==> src/design/flb_pkg.sv <==
// flb_pkg: shared types and constants of the led panel ethernet frame builder
`default_nettype none

package flb_pkg;

  // input operation codes
  localparam logic OP_PIXEL     = 1'b0;
  localparam logic OP_END_FRAME = 1'b1;

  // configuration register indexes
  localparam logic [2:0] REG_VLAN_ENABLE      = 3'd0;
  localparam logic [2:0] REG_VLAN_TAG_ID      = 3'd1;
  localparam logic [2:0] REG_COLUMN_COUNT     = 3'd2;
  localparam logic [2:0] REG_ROW_COUNT        = 3'd3;
  localparam logic [2:0] REG_BRIGHTNESS_RAW   = 3'd4;
  localparam logic [2:0] REG_BRIGHTNESS_GAMMA = 3'd5;

  // ethernet header pieces
  localparam logic [7:0] MAC_BYTES [12] = '{
    8'h11, 8'h22, 8'h33, 8'h44, 8'h55, 8'h66,
    8'h22, 8'h22, 8'h33, 8'h44, 8'h55, 8'h66
  };
  localparam logic [15:0] TPID_VLAN        = 16'h8100;
  localparam logic [3:0]  VLAN_PCP_HI      = 4'hE;
  localparam logic [15:0] TYPE_ROW         = 16'h5500;
  localparam logic [15:0] TYPE_SYNC        = 16'h0107;
  localparam logic [15:0] TYPE_BRIGHT_BASE = 16'h0A00;

  // row header trailer and sync payload marks
  localparam logic [7:0] ROW_MARK_A = 8'h08;
  localparam logic [7:0] ROW_MARK_B = 8'h88;
  localparam logic [7:0] SYNC_MODE  = 8'h05;
  localparam logic [7:0] BRIGHT_MAX = 8'hFF;

  // frame lengths and offsets in bytes
  localparam logic [6:0] ETH_HDR_LEN    = 7'd14;
  localparam logic [6:0] VLAN_TAG_LEN   = 7'd4;
  localparam logic [6:0] ROW_HDR_EXTRA  = 7'd7;
  localparam logic [6:0] SYNC_LEN       = 7'd112;
  localparam logic [6:0] BRIGHT_LEN     = 7'd77;
  localparam logic [6:0] SYNC_RAW_POS   = 7'd21;
  localparam logic [6:0] SYNC_MODE_POS  = 7'd22;
  localparam logic [6:0] SYNC_RUN_FIRST = 7'd24;
  localparam logic [6:0] SYNC_RUN_LAST  = 7'd26;

  // which frame the word sequencer is cutting
  typedef enum logic [1:0] {
    SEG_PIX,
    SEG_ROW,
    SEG_SYNC,
    SEG_BRIGHT
  } seg_t;

  // live configuration seen by the formatter
  typedef struct packed {
    logic        vlan_enable;
    logic [11:0] vlan_tag_id;
    logic [8:0]  cols_eff;
    logic [7:0]  brightness_raw;
    logic [7:0]  brightness_gamma;
  } cfg_t;

  // one accepted item with the row context it saw
  typedef struct packed {
    logic        eof;
    logic        header;
    logic        row_end;
    logic [15:0] row_id;
    logic [7:0]  pixel;
  } job_t;

  // one formatted word
  typedef struct packed {
    logic [63:0] word;
    logic [3:0]  count;
    logic        frame_last;
    logic        eop;
  } fmt_t;

endpackage

`default_nettype wire

==> src/design/flb_row_track.sv <==
// flb_row_track: row index and byte position tracking, job descriptor per item
`default_nettype none

module flb_row_track #(
  parameter int MAX_COLUMNS = 496,
  parameter int MAX_ROWS    = 512,
  parameter int PIXEL_BYTES = 3
) (
  input  wire logic              clk,
  input  wire logic              rst,
  input  wire logic              accept,
  input  wire logic              operation,
  input  wire logic [7:0]        pixel_byte,
  input  wire logic [8:0]        cols_eff,
  input  wire logic [9:0]        row_count,
  output flb_pkg::job_t          job
);

  localparam int ROW_W = (MAX_ROWS > 1) ? $clog2(MAX_ROWS) : 1;
  localparam int CNT_W = $clog2(MAX_ROWS + 1);
  localparam int RC_W  = (CNT_W > 10) ? CNT_W : 10;
  localparam int BW    = $clog2(MAX_COLUMNS * PIXEL_BYTES + 1);

  logic [ROW_W-1:0] row_index;
  logic [ROW_W-1:0] row_index_next;
  logic [BW-1:0]    byte_in_row;
  logic [BW-1:0]    byte_in_row_next;

  logic [BW-1:0]    row_len;
  logic [BW:0]      byte_inc;
  logic             row_end;
  logic [RC_W-1:0]  rows_raw;
  logic [RC_W-1:0]  rows_eff;
  logic [RC_W-1:0]  row_inc;

  // row length in bytes and end-of-row test
  assign row_len  = BW'(cols_eff * PIXEL_BYTES);
  assign byte_inc = {1'b0, byte_in_row} + {{BW{1'b0}}, 1'b1};
  assign row_end  = byte_inc >= {1'b0, row_len};

  // saturated row count and wrap
  assign rows_raw = RC_W'(row_count);
  always_comb begin
    if (rows_raw == '0) begin
      rows_eff = {{(RC_W-1){1'b0}}, 1'b1};
    end else if (rows_raw > RC_W'(MAX_ROWS)) begin
      rows_eff = RC_W'(MAX_ROWS);
    end else begin
      rows_eff = rows_raw;
    end
  end
  assign row_inc = RC_W'(row_index) + {{(RC_W-1){1'b0}}, 1'b1};

  // descriptor of the item at the input
  always_comb begin
    job.eof     = (operation == flb_pkg::OP_END_FRAME);
    job.header  = (byte_in_row == '0);
    job.row_end = row_end;
    job.row_id  = 16'(row_index);
    job.pixel   = pixel_byte;
  end

  // state after this item
  always_comb begin
    row_index_next   = row_index;
    byte_in_row_next = byte_in_row;
    if (operation == flb_pkg::OP_END_FRAME) begin
      row_index_next   = '0;
      byte_in_row_next = '0;
    end else if (row_end) begin
      byte_in_row_next = '0;
      row_index_next   = (row_inc >= rows_eff) ? '0 : row_inc[ROW_W-1:0];
    end else begin
      byte_in_row_next = byte_inc[BW-1:0];
    end
  end

  always_ff @(posedge clk) begin
    if (rst) begin
      row_index   <= '0;
      byte_in_row <= '0;
    end else if (accept) begin
      row_index   <= row_index_next;
      byte_in_row <= byte_in_row_next;
    end
  end

endmodule

`default_nettype wire

==> src/design/flb_word_fmt.sv <==
// flb_word_fmt: builds one 8-byte frame word from frame kind and word number
`default_nettype none

module flb_word_fmt (
  input  wire flb_pkg::seg_t seg,
  input  wire logic [3:0]    widx,
  input  wire flb_pkg::cfg_t cfg,
  input  wire flb_pkg::job_t job,
  output flb_pkg::fmt_t      fmt
);

  logic [6:0]  hdr_len;
  logic [6:0]  frame_len;
  logic [6:0]  word_pos;
  logic [6:0]  remain;
  logic [3:0]  count;
  logic [15:0] type_code;

  // one byte of the frame at position p
  function automatic logic [7:0] frame_byte(
    input flb_pkg::seg_t s,
    input logic [6:0]    p,
    input logic [6:0]    b,
    input logic [15:0]   tc,
    input flb_pkg::cfg_t c,
    input flb_pkg::job_t j
  );
    logic [6:0] q;
    logic [7:0] v;
    begin
      q = p - b;
      v = 8'h00;
      if (s == flb_pkg::SEG_PIX) begin
        v = j.pixel;
      end else if (p < 7'd12) begin
        v = flb_pkg::MAC_BYTES[p[3:0]];
      end else if (c.vlan_enable && p < 7'd16) begin
        case (p[1:0])
          2'd0:    v = flb_pkg::TPID_VLAN[15:8];
          2'd1:    v = flb_pkg::TPID_VLAN[7:0];
          2'd2:    v = {flb_pkg::VLAN_PCP_HI, c.vlan_tag_id[11:8]};
          default: v = c.vlan_tag_id[7:0];
        endcase
      end else if (p == b - 7'd2) begin
        v = tc[15:8];
      end else if (p == b - 7'd1) begin
        v = tc[7:0];
      end else begin
        case (s)
          flb_pkg::SEG_ROW: begin
            case (q)
              7'd0:    v = j.row_id[7:0];
              7'd1:    v = j.row_id[15:8];
              7'd3:    v = {7'b0, c.cols_eff[8]};
              7'd4:    v = c.cols_eff[7:0];
              7'd5:    v = flb_pkg::ROW_MARK_A;
              7'd6:    v = flb_pkg::ROW_MARK_B;
              7'd7:    v = j.pixel;
              default: v = 8'h00;
            endcase
          end
          flb_pkg::SEG_SYNC: begin
            if (q == flb_pkg::SYNC_RAW_POS ||
                (q >= flb_pkg::SYNC_RUN_FIRST && q <= flb_pkg::SYNC_RUN_LAST)) begin
              v = c.brightness_raw;
            end else if (q == flb_pkg::SYNC_MODE_POS) begin
              v = flb_pkg::SYNC_MODE;
            end
          end
          flb_pkg::SEG_BRIGHT: begin
            case (q)
              7'd0, 7'd1: v = c.brightness_gamma;
              7'd2:       v = flb_pkg::BRIGHT_MAX;
              default:    v = 8'h00;
            endcase
          end
          default: v = 8'h00;
        endcase
      end
      frame_byte = v;
    end
  endfunction

  // header length, frame length and type
  assign hdr_len = cfg.vlan_enable ? flb_pkg::ETH_HDR_LEN + flb_pkg::VLAN_TAG_LEN
                                   : flb_pkg::ETH_HDR_LEN;
  always_comb begin
    case (seg)
      flb_pkg::SEG_PIX: begin
        frame_len = 7'd1;
        type_code = flb_pkg::TYPE_ROW;
      end
      flb_pkg::SEG_ROW: begin
        frame_len = hdr_len + flb_pkg::ROW_HDR_EXTRA + 7'd1;
        type_code = flb_pkg::TYPE_ROW;
      end
      flb_pkg::SEG_SYNC: begin
        frame_len = flb_pkg::SYNC_LEN + (hdr_len - flb_pkg::ETH_HDR_LEN);
        type_code = flb_pkg::TYPE_SYNC;
      end
      default: begin
        frame_len = flb_pkg::BRIGHT_LEN + (hdr_len - flb_pkg::ETH_HDR_LEN);
        type_code = flb_pkg::TYPE_BRIGHT_BASE + {8'h00, cfg.brightness_gamma};
      end
    endcase
  end

  // bytes left from this word on
  assign word_pos = {widx, 3'b000};
  assign remain   = frame_len - word_pos;
  assign count    = (remain > 7'd8) ? 4'd8 : remain[3:0];

  // pack the word, first byte on top, unused bytes zero
  always_comb begin
    fmt.word = '0;
    for (int k = 0; k < 8; k++) begin
      if (4'(k) < count) begin
        fmt.word[63 - 8*k -: 8] = frame_byte(seg, word_pos + 7'(k), hdr_len,
                                             type_code, cfg, job);
      end
    end
    fmt.count      = count;
    fmt.frame_last = (remain <= 7'd8);
    fmt.eop        = (remain <= 7'd8) &&
                     ((seg == flb_pkg::SEG_SYNC) || (seg == flb_pkg::SEG_BRIGHT) ||
                      job.row_end);
  end

endmodule

`default_nettype wire

==> src/design/flb_word_seq.sv <==
// flb_word_seq: job register, word stepping and output register
`default_nettype none

module flb_word_seq (
  input  wire logic          clk,
  input  wire logic          rst,
  input  wire logic          in_valid,
  output logic               in_ready,
  input  wire flb_pkg::job_t job_in,
  output flb_pkg::job_t      job,
  output flb_pkg::seg_t      seg,
  output logic [3:0]         widx,
  input  wire flb_pkg::fmt_t fmt,
  output logic               out_valid,
  input  wire logic          out_ready,
  output logic [63:0]        frame_word,
  output logic [3:0]         byte_count,
  output logic               end_of_packet,
  output logic               last_result
);

  logic          job_valid;
  logic          advance;
  logic          job_done;
  logic          accept;
  flb_pkg::seg_t seg_next;
  logic [3:0]    widx_next;

  // outputs of the sequencer
  always_comb begin
    advance  = job_valid && (!out_valid || out_ready);
    job_done = advance && fmt.frame_last && (seg != flb_pkg::SEG_SYNC);
    in_ready = !job_valid || job_done;
    accept   = in_valid && in_ready;
  end

  // next frame kind and word number
  always_comb begin
    seg_next  = seg;
    widx_next = widx;
    if (accept) begin
      widx_next = '0;
      if (job_in.eof) begin
        seg_next = flb_pkg::SEG_SYNC;
      end else if (job_in.header) begin
        seg_next = flb_pkg::SEG_ROW;
      end else begin
        seg_next = flb_pkg::SEG_PIX;
      end
    end else if (advance && !job_done) begin
      unique case (seg)
        flb_pkg::SEG_SYNC: begin
          if (fmt.frame_last) begin
            seg_next  = flb_pkg::SEG_BRIGHT;
            widx_next = '0;
          end else begin
            widx_next = widx + 4'd1;
          end
        end
        flb_pkg::SEG_PIX, flb_pkg::SEG_ROW, flb_pkg::SEG_BRIGHT: begin
          widx_next = widx + 4'd1;
        end
        default: widx_next = widx;
      endcase
    end
  end

  // job register
  always_ff @(posedge clk) begin
    if (rst) begin
      job_valid <= 1'b0;
      seg       <= flb_pkg::SEG_PIX;
      widx      <= '0;
    end else begin
      seg  <= seg_next;
      widx <= widx_next;
      if (accept) begin
        job_valid <= 1'b1;
      end else if (job_done) begin
        job_valid <= 1'b0;
      end
    end
  end

  always_ff @(posedge clk) begin
    if (accept) begin
      job <= job_in;
    end
  end

  // output register
  always_ff @(posedge clk) begin
    if (rst) begin
      out_valid <= 1'b0;
    end else if (advance) begin
      out_valid <= 1'b1;
    end else if (out_ready) begin
      out_valid <= 1'b0;
    end
  end

  always_ff @(posedge clk) begin
    if (advance) begin
      frame_word    <= fmt.word;
      byte_count    <= fmt.count;
      end_of_packet <= fmt.eop;
      last_result   <= fmt.frame_last && (seg != flb_pkg::SEG_SYNC);
    end
  end

endmodule

`default_nettype wire

==> src/design/led_panel_ethernet_frame_builder_unit.sv <==
// led_panel_ethernet_frame_builder_unit: top level of the led panel frame builder
`default_nettype none

// Pixel bytes go in one per beat in row-major order; raw ethernet frames come out
// as words of up to eight bytes, first byte in bits 63..56. A pixel byte in the
// middle of a row makes one word, and a new byte is taken every cycle while the
// output is not stalled. The byte that opens a row also carries the row header
// and makes 3 words (4 with a vlan tag); an end-of-frame beat sends the sync and
// brightness frames as 24 words (26 with a tag). These counts are set by the word
// formatter, which makes one 8-byte word per cycle unless the output stalls. An
// input beat goes to the job register and its words to the output register.
// Configuration writes are always taken; write them only while the block is idle.
module led_panel_ethernet_frame_builder_unit #(
  parameter int MAX_COLUMNS = 496,
  parameter int MAX_ROWS    = 512,
  parameter int PIXEL_BYTES = 3
) (
  input  wire logic        clk,
  input  wire logic        rst,
  input  wire logic        cfg_valid,
  output logic             cfg_ready,
  input  wire logic [2:0]  cfg_index,
  input  wire logic [11:0] cfg_data,
  input  wire logic        in_valid,
  output logic             in_ready,
  input  wire logic        operation,
  input  wire logic [7:0]  pixel_byte,
  output logic             out_valid,
  input  wire logic        out_ready,
  output logic [63:0]      frame_word,
  output logic [3:0]       byte_count,
  output logic             end_of_packet,
  output logic             last_result
);

  logic          vlan_enable;
  logic [11:0]   vlan_tag_id;
  logic [8:0]    column_count;
  logic [9:0]    row_count;
  logic [7:0]    brightness_raw;
  logic [7:0]    brightness_gamma;
  logic [8:0]    cols_eff;
  logic          in_accept;
  flb_pkg::cfg_t cfg;
  flb_pkg::job_t job_in;
  flb_pkg::job_t job;
  flb_pkg::seg_t seg;
  logic [3:0]    widx;
  flb_pkg::fmt_t fmt;

  // configuration registers
  assign cfg_ready = 1'b1;
  always_ff @(posedge clk) begin
    if (rst) begin
      vlan_enable      <= 1'b0;
      vlan_tag_id      <= 12'd0;
      column_count     <= 9'd128;
      row_count        <= 10'd64;
      brightness_raw   <= 8'd255;
      brightness_gamma <= 8'd255;
    end else if (cfg_valid && cfg_ready) begin
      unique case (cfg_index)
        flb_pkg::REG_VLAN_ENABLE:      vlan_enable      <= cfg_data[0];
        flb_pkg::REG_VLAN_TAG_ID:      vlan_tag_id      <= cfg_data;
        flb_pkg::REG_COLUMN_COUNT:     column_count     <= cfg_data[8:0];
        flb_pkg::REG_ROW_COUNT:        row_count        <= cfg_data[9:0];
        flb_pkg::REG_BRIGHTNESS_RAW:   brightness_raw   <= cfg_data[7:0];
        flb_pkg::REG_BRIGHTNESS_GAMMA: brightness_gamma <= cfg_data[7:0];
        default: ;
      endcase
    end
  end

  // column count saturated to 1..MAX_COLUMNS
  always_comb begin
    if (column_count == 9'd0) begin
      cols_eff = 9'd1;
    end else if (column_count > 9'(MAX_COLUMNS)) begin
      cols_eff = 9'(MAX_COLUMNS);
    end else begin
      cols_eff = column_count;
    end
  end

  always_comb begin
    cfg.vlan_enable      = vlan_enable;
    cfg.vlan_tag_id      = vlan_tag_id;
    cfg.cols_eff         = cols_eff;
    cfg.brightness_raw   = brightness_raw;
    cfg.brightness_gamma = brightness_gamma;
  end

  assign in_accept = in_valid && in_ready;

  flb_row_track #(
    .MAX_COLUMNS (MAX_COLUMNS),
    .MAX_ROWS    (MAX_ROWS),
    .PIXEL_BYTES (PIXEL_BYTES)
  ) u_row_track (
    .clk        (clk),
    .rst        (rst),
    .accept     (in_accept),
    .operation  (operation),
    .pixel_byte (pixel_byte),
    .cols_eff   (cols_eff),
    .row_count  (row_count),
    .job        (job_in)
  );

  flb_word_fmt u_word_fmt (
    .seg  (seg),
    .widx (widx),
    .cfg  (cfg),
    .job  (job),
    .fmt  (fmt)
  );

  flb_word_seq u_word_seq (
    .clk           (clk),
    .rst           (rst),
    .in_valid      (in_valid),
    .in_ready      (in_ready),
    .job_in        (job_in),
    .job           (job),
    .seg           (seg),
    .widx          (widx),
    .fmt           (fmt),
    .out_valid     (out_valid),
    .out_ready     (out_ready),
    .frame_word    (frame_word),
    .byte_count    (byte_count),
    .end_of_packet (end_of_packet),
    .last_result   (last_result)
  );

endmodule

`default_nettype wire

==> config.mk <==
export PLATFORM = sky130hd
export DESIGN_NAME = led_panel_ethernet_frame_builder_unit
export DESIGN_NICKNAME = d
export VERILOG_FILES = /design/src/design/flb_pkg.sv /design/src/design/flb_row_track.sv /design/src/design/flb_word_fmt.sv /design/src/design/flb_word_seq.sv /design/src/design/led_panel_ethernet_frame_builder_unit.sv
export SDC_FILE = /design/constraint.sdc
export NUM_CORES = 1
export LEC_CHECK = 0
export BUFFER_PORTS_ARGS = -buffer_cell sky130_fd_sc_hd__buf_4
export CORE_UTILIZATION = 55
export DETAILED_ROUTE_END_ITERATION = 8
export PLACE_DENSITY = 0.75
export RECOVER_POWER = 25
export SLEW_MARGIN = 20
export SYNTH_ARGS = -nofsm -noshare
export SYNTH_HDL_FRONTEND = slang
export SYNTH_HIERARCHICAL = 1
export SYNTH_SLANG_ARGS = --single-unit
==> constraint.sdc <==
create_clock -name clk -period 8.09 [get_ports clk]
set_input_delay 1.618 -clock clk [delete_from_list [all_inputs] [get_ports clk]]
set_output_delay 1.618 -clock clk [all_outputs]
set_load 0.005 [all_outputs]
==> impl_metrics.csv <==
group,metric,value,unit
outcome,status,"finished, violations left",
outcome,violations,"max-capacitance violations, max-slew violations",
clocking,cts_tree,"built",
floorplan,initial_utilization,0.569,
timing,fmax,0.163,GHz
clocking,clock-sinks,171,
placed_design,place_area,11400,um^2
power,power.total,2.58,mW
yosys,synth.avg_cell_area,9.34,um^2
floorplan,io_pins,102,
run,maxCapViolations,1,
layout,stdcell_count,1465,
detailed_routing,via_per_inst,6.51,
power,ir_drop,0.153,mV
layout,area_growth_syn_to_layout,11.3,%
layout,stdcell_area,12000,um^2
setup_path,crit_arrival,4510,ps
setup_path,start_kind,"flip-flop",
floorplan,dieHeight,142,um
placed_design,dp.cells,1433,
timing,max_slew_margin,-1.18,
placed_design,dp_worst_setup_slack,2310,ps
setup_path,crit_chain,"inv_1, ha_1, inv_1, o21ai_0, ha_1, nor2b_1, o21a_1, o21a_2, nor4b_1, buf_4, inv_2, o31ai_4, buf_4",
placed_design,gp_congestion,1.05,
global_routing,gr-total-overflow,0,
timing,hold_ws,463,ps
floorplan,die-area,20200,um^2
setup_path,cpLargestDelayFamily,"compound AO/OA/AOI/OAI gates",
timing,skew,11.1,ps
placed_design,port_buffers,100,
clocking,clk_latency,440,ps
setup_path,slowest_delay,740,ps
timing,fin_crit_sh,0.758,
floorplan,rows,50,
layout,fin_util,0.633,
placed_design,dp_hpwl,24.8,mm
layout,antenna_cells,0,
timing,min_period,6130,ps
clocking,post_cts_buffers,0,
detailed_routing,vias,9541,
setup_path,critPathKind,"reg2out",
hold_path,hp-class,"reg2reg",
setup_path,crit_fanout,16,
global_routing,grt_pass1_vias,8872,
power,cellPowerDensity,215,nW/um^2
layout,drive_gt1_frac,0.164,
floorplan,core_area,19000,um^2
timing,finalSetupViolCount,0,
setup_path,worstPathRequired,6470,ps
timing,tns,0,ps
layout,nFillCells,1618,
timing,grt_setup_unrepaired,"false",
global_routing,grt_max_degree,79,
clocking,clock_tree.root_cell,"clkbuf_16",
detailed_routing,first_pass_iters,7,
floorplan,dieWidth,142,um
global_routing,grt_pass1_wl,51.7,mm
detailed_routing,drt-total-wl,34.0,mm
clocking,holdBufCountCts,0,
timing,hold_viol,0,
detailed_routing,drt_iter0_markers,966,
global_routing,antenna_found_initial,0,
yosys,yosysWarnings,6,
setup_path,cpMaxStageDelayCell,"ha_1",
detailed_routing,drc_errors,0,
clocking,clk_path_buf_depth,2,
setup_path,cp-end-kind,"primary output",
timing,worst_pin_slew,3280,ps
power,p_leak,4.40,nW
clocking,cts_buffers,17,
detailed_routing,wl_per_cell,23.2,um
layout,nets,1275,
clocking,cts_resized,0,
detailed_routing,ant_nets,0,
setup_path,critPathBufInv,5,
clocking,path_clk_slew,70,ps
clocking,h-tree-depth,4,
global_routing,grt_usage,0.342,
timing,finalMaxSlewViolations,79,
yosys,syn_area,10800,um^2
yosys,syn_inst,1154,
timing,finalWorstSetupSlack,1960,ps
[report_power, final]
part / switching [mW] / internal [mW] / leakage (nW) / total, mW
Clock: 0.403 / 0.418 / 0.290 / 0.821
Combinational: 0.430 / 0.241 / 2.57 / 0.672
Sequential: 0.0470 / 1.04 / 1.53 / 1.09
Total: 0.880 / 1.70 / 4.40 / 2.58
[per-layer routing]
layer | global-route usage | vias to the layer above | routed length (um)
li1 | - | 4365 | -
met1 | 0.446 | 4540 | 13800
met2 | 0.552 | 525 | 15800
met3 | 0.0686 | 111 | 2960
met4 | 0.151 | 0 | 1410
met5 | 0 | - | 0
[path summary, 6_finish.rpt]
kind | endpoint | cells after the start | slack, ps | start
worst min register to register | vlan_tag_id[5] | 2 | 460 | vlan_tag_id[5]
worst min-delay path | vlan_tag_id[5] | 2 | 460 | vlan_tag_id[5]
worst max register to register | u_row_track/row_index[7] | 17 | 2130 | u_word_seq/seg[0]
worst max-delay path | in_ready | 13 | 1960 | u_word_seq/seg[0]
[worst min-delay path: cells and delay by family (launching register included)]
| family | cells | cell delay (ps) |
|---|---|---|
| simple gates | 1 | 50 |
| compound gates | 1 | 50 |
| flops | 1 | 310 |
[state kept, by name, indices dropped and copies added, names as in the netlist]
name and count:
u_word_seq/byte_count 4, u_word_seq/job 25, u_row_track/row_index 9, brightness_gamma 8
u_word_seq/end_of_packet 1, vlan_tag_id 12, vlan_enable 1, row_count 10
u_word_seq/job_valid 1, u_word_seq/seg 2, u_word_seq/widx 4, column_count 9
u_row_track/byte_in_row 11, u_word_seq/last_result 1, u_word_seq/frame_word 64, brightness_raw 8
u_word_seq/out_valid 1
[final cells by class]
type	count	area (um^2)	area share
Multi-Input combinational cell	867	5790	0.482
Sequential cell	171	4370	0.365
Clock inverter	15	176	0.0147
Clock buffer	17	425	0.0355
Tap cell	260	325	0.0271
Timing Repair Buffer	108	807	0.0673
Inverter	27	101	0.00845
[cell usage in the layout, fill, tap and decap left out, types with 10 or more instances in the layout]
master,instances
a211oi_1,25
a21oi_1,83
a22o_1,18
a22oi_1,15
a31oi_1,17
a32oi_1,10
and2_1,20
and3_1,12
buf_4,83
clkbuf_16,17
clkbuf_4,24
dfxtp_1,76
edfxtp_1,95
ha_1,50
inv_1,24
nand2_1,153
nand2b_1,10
nand3_1,52
nand3b_1,13
nor2_1,59
nor2b_1,19
nor3_1,34
o21ai_0,37
xnor2_1,12
xor2_1,13
Power figures use the tool's default switching activity.
